File: config.mk
export PLATFORM = sky130hd
export DESIGN_NAME = polygon_vertex_normals_core
export DESIGN_NICKNAME = d
export VERILOG_FILES = /design/src/rtl/pvn_pkg.sv /design/src/rtl/pvn_unit.sv /design/src/rtl/polygon_vertex_normals_core.sv
export SDC_FILE = /design/constraint.sdc
export NUM_CORES = 2
export LEC_CHECK = 0
export ABC_AREA = 1
export BUFFER_PORTS_ARGS = -buffer_cell sky130_fd_sc_hd__buf_2
export CELL_PAD_IN_SITES_DETAIL_PLACEMENT = 0
export CELL_PAD_IN_SITES_GLOBAL_PLACEMENT = 1
export CORE_AREA = 8 8 244 480
export CTS_BUF_LIST = sky130_fd_sc_hd__clkbuf_8 sky130_fd_sc_hd__clkbuf_16
export DETAILED_ROUTE_END_ITERATION = 8
export DIE_AREA = 0 0 252 488
export HOLD_SLACK_MARGIN = 0.05
export PLACE_DENSITY = 0.8
export SLEW_MARGIN = 30
export SYNTH_ARGS = -nofsm -noshare
export SYNTH_HDL_FRONTEND = slang
export SYNTH_SLANG_ARGS = --single-unit
File: constraint.sdc
create_clock -name clk -period 7.1 [get_ports clk]
set_clock_uncertainty 0.1 [all_clocks]
set_input_delay 1.42 -clock clk [delete_from_list [all_inputs] [get_ports clk]]
set_output_delay 1.42 -clock clk [all_outputs]
set_load 0.05 [all_outputs]
File: src/rtl/pvn_pkg.sv
// Package with the widths, codes and tables of the polygon vertex normal block.
`default_nettype none
package pvn_pkg;
  localparam int COORD_BITS = 16;
  localparam int INDEX_BITS = 16;
  localparam int NORMAL_FRAC_BITS = 14;
  localparam int CORDIC_ITERATIONS = 16;
  localparam int OUT_BITS = NORMAL_FRAC_BITS + 2;
  localparam int WORK_FRAC = 30;
  localparam int WB = 36;
  localparam int ITER_BITS = $clog2(CORDIC_ITERATIONS + 1);
  localparam logic [WB-1:0] UNIT_START = WB'(652032874);

  typedef enum logic [2:0] {
    U_IDLE, U_NORM1, U_VEC1, U_NORM2, U_VEC2, U_ROT, U_DONE
  } ustate_t;

  typedef struct packed {
    logic signed [COORD_BITS:0] q1x;
    logic signed [COORD_BITS:0] q1y;
    logic signed [COORD_BITS:0] q2x;
    logic signed [COORD_BITS:0] q2y;
  } job_t;

  function automatic logic [31:0] atan_entry(input logic [4:0] s);
    logic [31:0] r;
    case (s)
      5'd0: r = 32'h20000000; 5'd1: r = 32'h12E4051E; 5'd2: r = 32'h09FB385B;
      5'd3: r = 32'h051111D4; 5'd4: r = 32'h028B0D43; 5'd5: r = 32'h0145D7E1;
      5'd6: r = 32'h00A2F61E; 5'd7: r = 32'h00517C55; 5'd8: r = 32'h0028BE53;
      5'd9: r = 32'h00145F2F; 5'd10: r = 32'h000A2F98; 5'd11: r = 32'h000517CC;
      5'd12: r = 32'h00028BE6; 5'd13: r = 32'h000145F3; 5'd14: r = 32'h0000A2FA;
      5'd15: r = 32'h0000517D; 5'd16: r = 32'h000028BE; 5'd17: r = 32'h0000145F;
      5'd18: r = 32'h00000A30; 5'd19: r = 32'h00000518; 5'd20: r = 32'h0000028C;
      5'd21: r = 32'h00000146; 5'd22: r = 32'h000000A3; 5'd23: r = 32'h00000051;
      5'd24: r = 32'h00000029; 5'd25: r = 32'h00000014; 5'd26: r = 32'h0000000A;
      5'd27: r = 32'h00000005; 5'd28: r = 32'h00000003; 5'd29: r = 32'h00000001;
      5'd30: r = 32'h00000001; default: r = 32'h00000000;
    endcase
    return r;
  endfunction
endpackage
`default_nettype wire

File: src/rtl/pvn_unit.sv
// Shared CORDIC unit that turns a pair of edge vectors into one unit normal.
`default_nettype none
module pvn_unit import pvn_pkg::*; (
  input  wire logic clk,
  input  wire logic rst_n,
  input  wire logic start,
  input  wire job_t job,
  output logic      busy,
  output logic      done,
  output logic signed [OUT_BITS-1:0] nx,
  output logic signed [OUT_BITS-1:0] ny,
  output logic      degen
);
  ustate_t st_r, st_nxt;
  logic signed [WB-1:0] x_r, x_nxt, y_r, y_nxt;
  logic [31:0] z_r, z_nxt, t1_r, t1_nxt;
  logic [ITER_BITS-1:0] it_r, it_nxt;
  logic neg_r, neg_nxt, degen_r, degen_nxt;
  logic signed [OUT_BITS-1:0] nx_r, nx_nxt, ny_r, ny_nxt;
  job_t job_r, job_nxt;

  logic signed [WB-1:0] ax, ay, mx, dx, dy, bx, by;
  logic [31:0] tab, a, phi, zf;
  logic signed [WB-1:0] rx, ry;

  function automatic logic signed [OUT_BITS-1:0] to_out(input logic signed [WB-1:0] v);
    logic signed [WB-1:0] t;
    t = (v + WB'(1 << (WORK_FRAC - NORMAL_FRAC_BITS - 1))) >>> (WORK_FRAC - NORMAL_FRAC_BITS);
    if (t > WB'(1 << NORMAL_FRAC_BITS)) t = WB'(1 << NORMAL_FRAC_BITS);
    if (t < -WB'(1 << NORMAL_FRAC_BITS)) t = -WB'(1 << NORMAL_FRAC_BITS);
    return t[OUT_BITS-1:0];
  endfunction

  always_comb begin
    ax = x_r[WB-1] ? -x_r : x_r;
    ay = y_r[WB-1] ? -y_r : y_r;
    mx = (ax > ay) ? ax : ay;
    dx = y_r >>> it_r;
    dy = x_r >>> it_r;
    tab = atan_entry(5'(it_r));
    a = z_r - t1_r;
    phi = t1_r + {a[31], a[31:1]} + (a[31] ? 32'h0 : 32'h80000000);
    zf = phi;
    if ($signed(phi) > $signed(32'h40000000) || $signed(phi) < $signed(32'hC0000000))
      zf = phi + 32'h80000000;
    rx = neg_r ? -x_r : x_r;
    ry = neg_r ? -y_r : y_r;
    bx = WB'(job_r.q2x);
    by = WB'(job_r.q2y);
  end

  always_comb begin
    st_nxt = st_r;
    unique case (st_r)
      U_IDLE: if (start) st_nxt = (job.q1x == '0 && job.q1y == '0) ? U_DONE : U_NORM1;
      default: ;
    endcase
    x_nxt = x_r; y_nxt = y_r; z_nxt = z_r; t1_nxt = t1_r; it_nxt = it_r;
    neg_nxt = neg_r; degen_nxt = degen_r; nx_nxt = nx_r; ny_nxt = ny_r; job_nxt = job_r;
    unique case (st_r)
      U_IDLE: if (start) begin
        job_nxt = job;
        x_nxt = WB'(job.q1x); y_nxt = WB'(job.q1y);
        z_nxt = '0; it_nxt = '0;
        degen_nxt = (job.q1x == '0 && job.q1y == '0);
        nx_nxt = '0; ny_nxt = '0;
      end
      U_NORM1, U_NORM2: begin
        if (mx < WB'(1 << 29)) begin
          x_nxt = x_r <<< 1; y_nxt = y_r <<< 1;
        end else begin
          if (x_r[WB-1]) begin
            x_nxt = -x_r; y_nxt = -y_r; z_nxt = 32'h80000000;
          end else z_nxt = '0;
          it_nxt = '0;
          st_nxt = (st_r == U_NORM1) ? U_VEC1 : U_VEC2;
        end
      end
      U_VEC1, U_VEC2: begin
        if (it_r == ITER_BITS'(CORDIC_ITERATIONS)) begin
          it_nxt = '0;
          if (st_r == U_VEC1) begin
            t1_nxt = z_r;
            if (job_r.q2x == '0 && job_r.q2y == '0) begin
              z_nxt = z_r; st_nxt = U_ROT;
              x_nxt = UNIT_START; y_nxt = '0; neg_nxt = 1'b0;
            end else begin
              x_nxt = bx; y_nxt = by; st_nxt = U_NORM2;
            end
          end else begin
            z_nxt = zf; neg_nxt = (zf != phi);
            x_nxt = UNIT_START; y_nxt = '0; st_nxt = U_ROT;
          end
          if (st_r == U_VEC1 && job_r.q2x == '0 && job_r.q2y == '0) begin
            z_nxt = z_r + 32'h80000000;
            neg_nxt = 1'b0;
            if ($signed(z_nxt) > $signed(32'h40000000) ||
                $signed(z_nxt) < $signed(32'hC0000000)) begin
              z_nxt = z_r; neg_nxt = 1'b1;
            end
          end
        end else begin
          it_nxt = it_r + 1'b1;
          if (y_r > 0) begin
            x_nxt = x_r + dx; y_nxt = y_r - dy; z_nxt = z_r + tab;
          end else begin
            x_nxt = x_r - dx; y_nxt = y_r + dy; z_nxt = z_r - tab;
          end
        end
      end
      U_ROT: begin
        if (it_r == ITER_BITS'(CORDIC_ITERATIONS)) begin
          nx_nxt = to_out(rx); ny_nxt = to_out(ry); st_nxt = U_DONE;
        end else begin
          it_nxt = it_r + 1'b1;
          if (!z_r[31]) begin
            x_nxt = x_r - dx; y_nxt = y_r + dy; z_nxt = z_r - tab;
          end else begin
            x_nxt = x_r + dx; y_nxt = y_r - dy; z_nxt = z_r + tab;
          end
        end
      end
      U_DONE: st_nxt = U_IDLE;
      default: st_nxt = U_IDLE;
    endcase
  end

  always_ff @(posedge clk) begin
    if (!rst_n) st_r <= U_IDLE;
    else st_r <= st_nxt;
    x_r <= x_nxt; y_r <= y_nxt; z_r <= z_nxt; t1_r <= t1_nxt; it_r <= it_nxt;
    neg_r <= neg_nxt; degen_r <= degen_nxt; nx_r <= nx_nxt; ny_r <= ny_nxt;
    job_r <= job_nxt;
  end

  assign busy = (st_r != U_IDLE);
  assign done = (st_r == U_DONE);
  assign nx = nx_r;
  assign ny = ny_r;
  assign degen = degen_r;
endmodule
`default_nettype wire

File: src/rtl/polygon_vertex_normals_core.sv
// Top level of the polygon vertex normal block: vertex history and result sequencing.
`default_nettype none
// Streams a closed polygon one vertex per item and returns each vertex's unit
// normal in Q1.14 with its index. From vertex 2 on, vertex k yields the normal
// of vertex k-1; the vertex marked last also yields its own normal and that of
// vertex 0. On the single shared CORDIC unit one normal takes two vectoring
// passes, each after prescaling, and a rotation pass; the second vectoring pass
// is skipped when the next vertex coincides with this one, and no pass runs
// when the previous vertex does. Each normal waits in the output register
// until it is taken, and the next one starts only after that. An item yields
// up to three normals, and the next item can be accepted only after the last
// normal of the current item is taken.
module polygon_vertex_normals_core import pvn_pkg::*; (
  input  wire logic clk,
  input  wire logic rst_n,
  input  wire logic in_valid,
  output logic      in_ready,
  input  wire logic signed [COORD_BITS-1:0] in_vertex_x,
  input  wire logic signed [COORD_BITS-1:0] in_vertex_y,
  input  wire logic in_last_vertex,
  output logic      out_valid,
  input  wire logic out_ready,
  output logic [INDEX_BITS-1:0] out_vertex_index,
  output logic signed [OUT_BITS-1:0] out_normal_x,
  output logic signed [OUT_BITS-1:0] out_normal_y,
  output logic      out_degenerate,
  output logic      out_last_result
);
  logic signed [COORD_BITS-1:0] fx_r, fy_r, sx_r, sy_r, ox_r, oy_r, nwx_r, nwy_r;
  logic signed [COORD_BITS-1:0] vx_r, vy_r;
  logic [INDEX_BITS-1:0] cnt_r, k_r;
  logic [1:0] seen_r, pend_r, step_r;
  logic last_r, act_r, wait_r, ov_r;
  logic [INDEX_BITS-1:0] oi_r;
  logic ol_r, od_r;
  logic signed [OUT_BITS-1:0] onx_r, ony_r;
  job_t job;
  logic start, busy, done, degen;
  logic signed [OUT_BITS-1:0] nx, ny;
  logic signed [COORD_BITS-1:0] px, py, cx, cy, ex, ey;
  logic [INDEX_BITS-1:0] idx;
  logic lst;

  // Selects prev, current and next for the result in this step of the item.
  always_comb begin
    px = ox_r; py = oy_r; cx = nwx_r; cy = nwy_r; ex = vx_r; ey = vy_r;
    idx = k_r - 1'b1; lst = 1'b0;
    if (seen_r == 2'd0) begin
      px = vx_r; py = vy_r; cx = vx_r; cy = vy_r; idx = '0; lst = 1'b1;
    end else if (seen_r == 2'd1) begin
      if (step_r == 2'd0) begin
        px = fx_r; py = fy_r; cx = vx_r; cy = vy_r; ex = fx_r; ey = fy_r; idx = k_r;
      end else begin
        px = vx_r; py = vy_r; cx = fx_r; cy = fy_r; idx = '0; lst = 1'b1;
      end
    end else if (step_r == 2'd1) begin
      px = nwx_r; py = nwy_r; cx = vx_r; cy = vy_r; ex = fx_r; ey = fy_r; idx = k_r;
    end else if (step_r == 2'd2) begin
      px = vx_r; py = vy_r; cx = fx_r; cy = fy_r; ex = sx_r; ey = sy_r;
      idx = '0; lst = 1'b1;
    end
    job.q1x = (COORD_BITS+1)'(px) - (COORD_BITS+1)'(cx);
    job.q1y = (COORD_BITS+1)'(py) - (COORD_BITS+1)'(cy);
    job.q2x = (COORD_BITS+1)'(ex) - (COORD_BITS+1)'(cx);
    job.q2y = (COORD_BITS+1)'(ey) - (COORD_BITS+1)'(cy);
  end

  assign start = act_r && !wait_r && !busy && !ov_r && pend_r != 2'd0;
  assign in_ready = !act_r;

  pvn_unit u_unit (.clk(clk), .rst_n(rst_n), .start(start), .job(job), .busy(busy),
    .done(done), .nx(nx), .ny(ny), .degen(degen));

  always_ff @(posedge clk) begin
    if (!rst_n) begin
      act_r <= 1'b0; wait_r <= 1'b0; ov_r <= 1'b0; seen_r <= '0; cnt_r <= '0;
      pend_r <= '0; step_r <= '0;
    end else begin
      if (ov_r && out_ready) ov_r <= 1'b0;
      if (in_valid && in_ready) begin
        vx_r <= in_vertex_x; vy_r <= in_vertex_y; last_r <= in_last_vertex;
        k_r <= cnt_r; step_r <= '0; act_r <= 1'b1;
        if (seen_r == 2'd0) pend_r <= in_last_vertex ? 2'd1 : 2'd0;
        else if (seen_r == 2'd1) pend_r <= in_last_vertex ? 2'd2 : 2'd0;
        else pend_r <= in_last_vertex ? 2'd3 : 2'd1;
      end
      if (start) begin
        wait_r <= 1'b1; oi_r <= idx; ol_r <= lst;
      end
      if (done) begin
        wait_r <= 1'b0; ov_r <= 1'b1; onx_r <= nx; ony_r <= ny; od_r <= degen;
        pend_r <= pend_r - 1'b1; step_r <= step_r + 1'b1;
      end
      if (act_r && !wait_r && !ov_r && !busy && pend_r == 2'd0) begin
        act_r <= 1'b0;
        if (seen_r == 2'd0) begin
          fx_r <= vx_r; fy_r <= vy_r;
        end else if (seen_r == 2'd1) begin
          sx_r <= vx_r; sy_r <= vy_r;
        end
        if (last_r) begin
          seen_r <= '0; cnt_r <= '0;
        end else begin
          if (seen_r == 2'd0) begin
            cnt_r <= INDEX_BITS'(1); seen_r <= 2'd1;
          end else begin
            ox_r <= (seen_r == 2'd1) ? fx_r : nwx_r;
            oy_r <= (seen_r == 2'd1) ? fy_r : nwy_r;
            nwx_r <= vx_r; nwy_r <= vy_r;
            cnt_r <= k_r + 1'b1; seen_r <= 2'd2;
          end
        end
      end
    end
  end

  assign out_valid = ov_r;
  assign out_vertex_index = oi_r;
  assign out_normal_x = onx_r;
  assign out_normal_y = ony_r;
  assign out_degenerate = od_r;
  assign out_last_result = ol_r;
endmodule
`default_nettype wire

## Word level (Yosys, flattened, before mapping)

Memory sizes are Yosys's and may differ from the RTL's. A register that Yosys moved wholly into a read port is not among the register bits.
Index checks and enable logic that the tools add are counted.

- Input bits: 37
- Output and inout port bits: 52
- Memories kept: 1
- Register bits after elaboration: 464
- Logic and storage cells: 270
- Memory bits (read-only): 960

Memories:

| name | words | width | rd ports | clocked after Yosys merged registers in | wr ports | RTL line | source |
|---|---|---|---|---|---|---|---|
| (name not given) | 32 | 30 | 1 | 1 | 0 | pvn_pkg.sv:27 | `case (s)` |

- Magnitude comparators: 11
- Shift operators: 2
- Bitwise operators: 3
- Equality and inequality tests: 19
- Muxes and demuxes: 123
- Reduce and logical (&&, ||, !) cells: 51
- Add/subtract/negate cells: 24

Operators with widths:

| cell | count |
|---|---|
| two-way mux 36 bit | 28 |
| two-way mux 16 bit | 41 |
| two-way mux 32 bit | 12 |
| one-hot mux 36 bit (4 select lines) | 2 |
| one-hot mux 32 bit (4 select lines) | 1 |
| adder 32 bit | 3 |
| adder 36 x 17 -> 36 bit, second input constant | 2 |
| adder 36 bit | 2 |
| less-than comparator 36 x 15 -> 1 bit, second input constant | 2 |
| negation 36 bit | 2 |
| >>> shifter 36 x 5 -> 36 bit | 2 |
| subtractor 36 bit | 2 |
| logical NOT 17 bit | 4 |
| subtractor 16 x 16 -> 17 bit | 4 |
| adder 32 bit, second input constant | 2 |
| > comparator 32 bit, second input constant | 2 |
| less-than comparator 32 x 31 -> 1 bit, second input constant | 2 |
| one-hot mux 16 bit (2 select lines) | 2 |
| subtractor 32 bit | 2 |
| > comparator 20 x 16 -> 1 bit, second input constant | 2 |
| > comparator 36 x 1 -> 1 bit, second input constant | 1 |
| > comparator 36 bit | 1 |
| less-than comparator 36 x 31 -> 1 bit, second input constant | 1 |
| inequality test 32 bit | 1 |
| 36 further kinds | 110 |

## Logic depth before layout (Yosys ltp)

- Depth in word-level cells: 13
- Depth in mapped cells: 37
- Depth with buffers taken out: 37

## Modules after synthesis

A second synthesis with hierarchy kept.

- Cells, all modules: 7636
- Area total of the unflattened synthesis: 51798.4 um^2

By module, submodules not included:

| module | instances | area an instance (um^2) | seq. area each (um^2) | cells an instance |
|---|---|---|---|---|
| pvn_unit | 1 | 36188.5 | 6936.7 | 5778 |
| polygon_vertex_normals_core | 1 | 15610.0 | 7317.0 | 1858 |

## Worst setup path before layout

OpenSTA, ideal clock, no wires.

- Path kind: input to register
- Start point: input rst_n
- End point: register cnt_r[15]
- Stages: 7
- Slack: 1641 ps
- Data arrival time: 5272 ps
- Buffers on the path: 1
- Required time: 6913 ps
- Library setup time: 87 ps
- Cells stage by stage: inv_1 > nor2_1 > nand2_1 > nor2_1 > inv_1 > clkbuf_1 > o31ai_1

RTL lines:

| element | RTL line | source |
|---|---|---|
| start, declared | polygon_vertex_normals_core.sv:15 | `input wire logic rst_n,` |
| end signal, assigned | polygon_vertex_normals_core.sv:76 | `act_r <= 1'b0; wait_r <= 1'b0; ov_r <= 1'b0; seen_r <= '0; cnt_r <= '0;` |
| end signal, assigned | polygon_vertex_normals_core.sv:102 | `seen_r <= '0; cnt_r <= '0;` |
| end signal, assigned | polygon_vertex_normals_core.sv:105 | `cnt_r <= INDEX_BITS'(1); seen_r <= 2'd1;` |
| end, declared | polygon_vertex_normals_core.sv:31 | `logic [INDEX_BITS-1:0] cnt_r, k_r;` |

## Worst setup path after layout

- Start point: register u_unit.z_r[0]
- End point: register u_unit.z_r[31] (data pin)

- Cells in the longest elaborated chain, start to end: 10
- Elaborated cells between the ends (all ways): 20
- Classes of those cells: 7 x add/sub; 2 x order compare; 10 x mux; 1 x reduce/logical

Ends and longest elaborated chain:

| element | RTL line | source |
|---|---|---|
| start, declared | pvn_unit.sv:16 | `logic [31:0] z_r, z_nxt, t1_r, t1_nxt;` |
| start signal, assigned | pvn_unit.sv:131 | `x_r <= x_nxt; y_r <= y_nxt; z_r <= z_nxt; t1_r <= t1_nxt; it_r <= it_nxt;` |
| subtractor 32 bit | pvn_unit.sv:41 | `a = z_r - t1_r;` |
| adder 32 bit or two-way mux 32 bit (tied branches) | pvn_unit.sv:42 | `phi = t1_r + {a[31], a[31:1]} + (a[31] ? 32'h0 : 32'h80000000);` |
| adder 32 bit | pvn_unit.sv:42 |  |
| > comparator 32 bit or less-than comparator 32 x 31 -> 1 bit (tied branches) | pvn_unit.sv:44 | `if ($signed(phi) > $signed(32'h40000000) \|\| $signed(phi) < $signed(32'hC0000000))` |
| logical OR 1 bit | pvn_unit.sv:44 |  |
| two-way mux 32 bit | pvn_unit.sv:44 |  |
| two-way mux 32 bit | pvn_unit.sv:82 | `if (st_r == U_VEC1) begin` |
| two-way mux 32 bit | pvn_unit.sv:94 | `if (st_r == U_VEC1 && job_r.q2x == '0 && job_r.q2y == '0) begin` |
| two-way mux 32 bit | pvn_unit.sv:80 | `if (it_r == ITER_BITS'(CORDIC_ITERATIONS)) begin` |
| one-hot mux 32 bit (4 select lines) (*) | pvn_unit.sv:60 | `unique case (st_r)` |
| named net u_unit.z_nxt[31] | pvn_unit.sv:16 |  |

The timed path passes the listed nets; every way through them passes the cells marked *. The select of a mux whose other input is x is not followed.
A chain may end at the register's enable or synchronous reset.

==> qor.yml <==
cts_tree: "yes"
grt_overflow: 0
path_buf_inv: 2
synth_top_cell_by_area: "edfxtp_1"
final_util: 0.5150
vias: 57747
async_flop_share: 0
grt_pass1_wl_um: 378800
p_leak_uw: 0.02586
drive_gt1_frac: 0.06690
synth_area_leaders: "edfxtp_1, nand2_1, ha_1"
dr.pass1.iters: 9
antenna_found_initial: 28
yosys_warnings: 0
grt_max_degree: 86
cp_max_fo: 5
fmax_mhz: 150.0
grt_util_all_layers: 0.4200
numCtsBuffers: 49
clock-root-buffer: "clkbuf_16"
vias_per_cell: 6.170
cts_setup_buffers: 0
ys_seq_elements: 494
fin_crit_sh: 0.9387
finalHoldViolCount: 0
cpPeakStageDelay_ns: 0.46
crit_path_end_kind: "register"
cpMaxStageDelayCell: "edfxtp_1"
gp_congestion: 1.060
synth_edf_count: 436
criticalPathCategory: "reg2reg"
num_rows: 173
die_h_um: 488
netlist_area_um2: 52680
p_per_area_nw_per_um2: 424.8
hold_depth: 0
critPathLaunchType: "register"
worstPathRequired_ns: 7.45
setup_viol: 0
whs_endpoint: "out_normal_x[13]$_DFFE_PP_"
avgRoutedWirePerCell_um: 28.34
drc: 2
clk-insertion-delay-late_ns: 0.69
worst_pin_slew_ns: 1.121
violations: "DRC"
grt_pass1_vias: 56789
hold_start: "u_unit.nx[13]$_SDFFCE_PP0P_"
totalWireLength_um: 265300
ff2ff_path_depth: 30
multi_input_area_um2: 33410
syn_area_per_cell_um2: 6.733
synth_top_area_frac: 0.2485
slew_headroom: 0.2501
drt_first_iter_violations: 5437
grt-busiest-layer: "met2"
synth_fp_nets: 8287
floorplan.initialDensity: 0.4754
cp.arrival_ns: 7.01
n_fill_cell: 11492
status: "finished, violations left"
core_um2: 110800
globalRouteMet3Util: 0.1020
slew_violations: 0
maxCapViolations: 0
synth-seq-area-share: 0.2706
dieArea_um2: 123000
critPathTopFamily: "compound AO/OA/AOI/OAI gates"
syn_inst: 7825
final_nets: 8285
cts.reportedPaths.clkPinSlew_ns: 0.08
use_met2: 0.7298
ys_types: 74
cts_buffer_depth: 3
synthFlopType: "edfxtp_1"
drtAntennaViolNets: 0
fin_setup_tns_ns: 0
regToRegEndpoint: "u_unit.z_r[31]$_DFFE_PP_"
io-pin-count: 89
peakVddDrop_mv: 0.2650
hp-class: "reg2reg"
portBuffers: 88
die_x_um: 252
clock_sinks: 494
met1_usage: 0.3739
rrSetupSlack_ns: 0.44
seq_area_um2: 14250
rsz0062_at_grt: "no"
netlist_top_cells_count: "nand2_1, inv_1, nor2_1"
htreeDepth: 2
areaGrowthSynthToFinish_pct: 8.336
finalCriticalPeriod_ns: 6.665
hpwl_um: 209700
worstReg2RegStart: "u_unit.z_r[0]$_DFFE_PP_"
synth_most_common_cell: "nand2_1"
## worst register-to-register path, delay by kind of cell (launching register included)
family	cells	cell delay (ns)
DFF	1	0.46
and+or+nand+nor	12	1.52
xor gates and xnor gates	2	0.39
AOI/OAI and AO/OA	11	2.80
adders and majority gates	3	1.06
buffers and inverters	2	0.13
## routing by layer
layer / routed length, um / part of all wire
met1: 79630 / 0.30
met2: 127900 / 0.48
met3: 20460 / 0.077
met4: 37220 / 0.14
met5: 24 / 0.000090
## cell type report
class                      instances  share of cell area
multi-input combinational       5980              0.5853
sequential                       494              0.2498
inverter                        1037             0.06820
tap                             1487             0.03260
timing repair buffer             261             0.03126
clock buffer                      54             0.02308
clock inverter                    37            0.009405
antenna                            9           0.0003946
## cells by family (layout without fill, tap and decap cells)
kind of cell	after synthesis	after routing	share of synthesized area
adder cells (fa/ha/maj)	425	425	0.1026
buffers and inverters	1351	1389	0.09870
flip-flops	494	494	0.2706
AO/OA/AOI/OAI	1866	1866	0.2061
multiplexers	64	64	0.01216
AND/OR/NAND/NOR	3382	3382	0.2694
XOR/XNOR	243	243	0.04040
other	0	9	0
## per-stage QoR
| stage | instance area [um^2] | power [uW] | worst slack, ns | hold slack (ns) | std cells |
|---|---|---|---|---|---|
| global route | 57060 | 25490 | 0.003011 | 0.3296 | 9354 |
| CTS | 56990 | 23220 | 0.2006 | 0.3206 | 9349 |
| global placement | 55090 | 20120 | 0.2206 | 0.3004 | 9257 |
| detailed placement | 55130 | 20110 | 0.2039 | 0.3045 | 9258 |
| floorplan | 52680 | 14040 | 1.641 | 0.3003 | 7825 |
| finish | 57070 | 24240 | 0.4355 | 0.3210 | 9359 |
## sequential cells by signal, summed over array words and instances (netlist names), 17 cells and up
register and flops:
u_unit.y_r 36, u_unit.x_r 36, u_unit.bx 17, u_unit.t1_r 32, u_unit.by 17, u_unit.z_r 32, u_unit.tab 30
## power breakdown
group          switching [uW]  internal [uW]
Sequential                592           3650
Combinational           12200           4730
Clock                    1360           1700
Total                   14200          10100
## cells in the final DEF, fill, tap and decap left out, types with 83 or more instances in the layout
cell type	n
nor2_1	740
buf_2	88
ha_1	412
buf_4	169
nand4_1	102
inv_1	1011
a21oi_1	640
o21ai_0	634
nand2_1	1824
edfxtp_1	436
o211ai_1	83
xor2_1	195
nand3_1	473
## repair_timing
| action | 4_1_cts | 5_1_grt |
|---|---|---|
| endpoints found under the setup margin | 0 | 3 |
| resized for setup | 0 | 5 |
| hold buffers | 0 | 0 |
## worst max-delay path by stage
stage	from	endpoint	cells past startpoint
2_1_floorplan	rst_n	cnt_r[15]$_SDFFE_PN0P_	7
3_3_place_gp	u_unit.z_r[2]$_DFFE_PP_	u_unit.z_r[31]$_DFFE_PP_	28
3_5_place_dp	u_unit.z_r[2]$_DFFE_PP_	u_unit.z_r[31]$_DFFE_PP_	27
4_1_cts	u_unit.z_r[2]$_DFFE_PP_	u_unit.z_r[31]$_DFFE_PP_	28
5_1_grt	u_unit.z_r[0]$_DFFE_PP_	u_unit.z_r[31]$_DFFE_PP_	30
6_report	u_unit.z_r[0]$_DFFE_PP_	u_unit.z_r[31]$_DFFE_PP_	30
(Power assumes the default switching activity.)
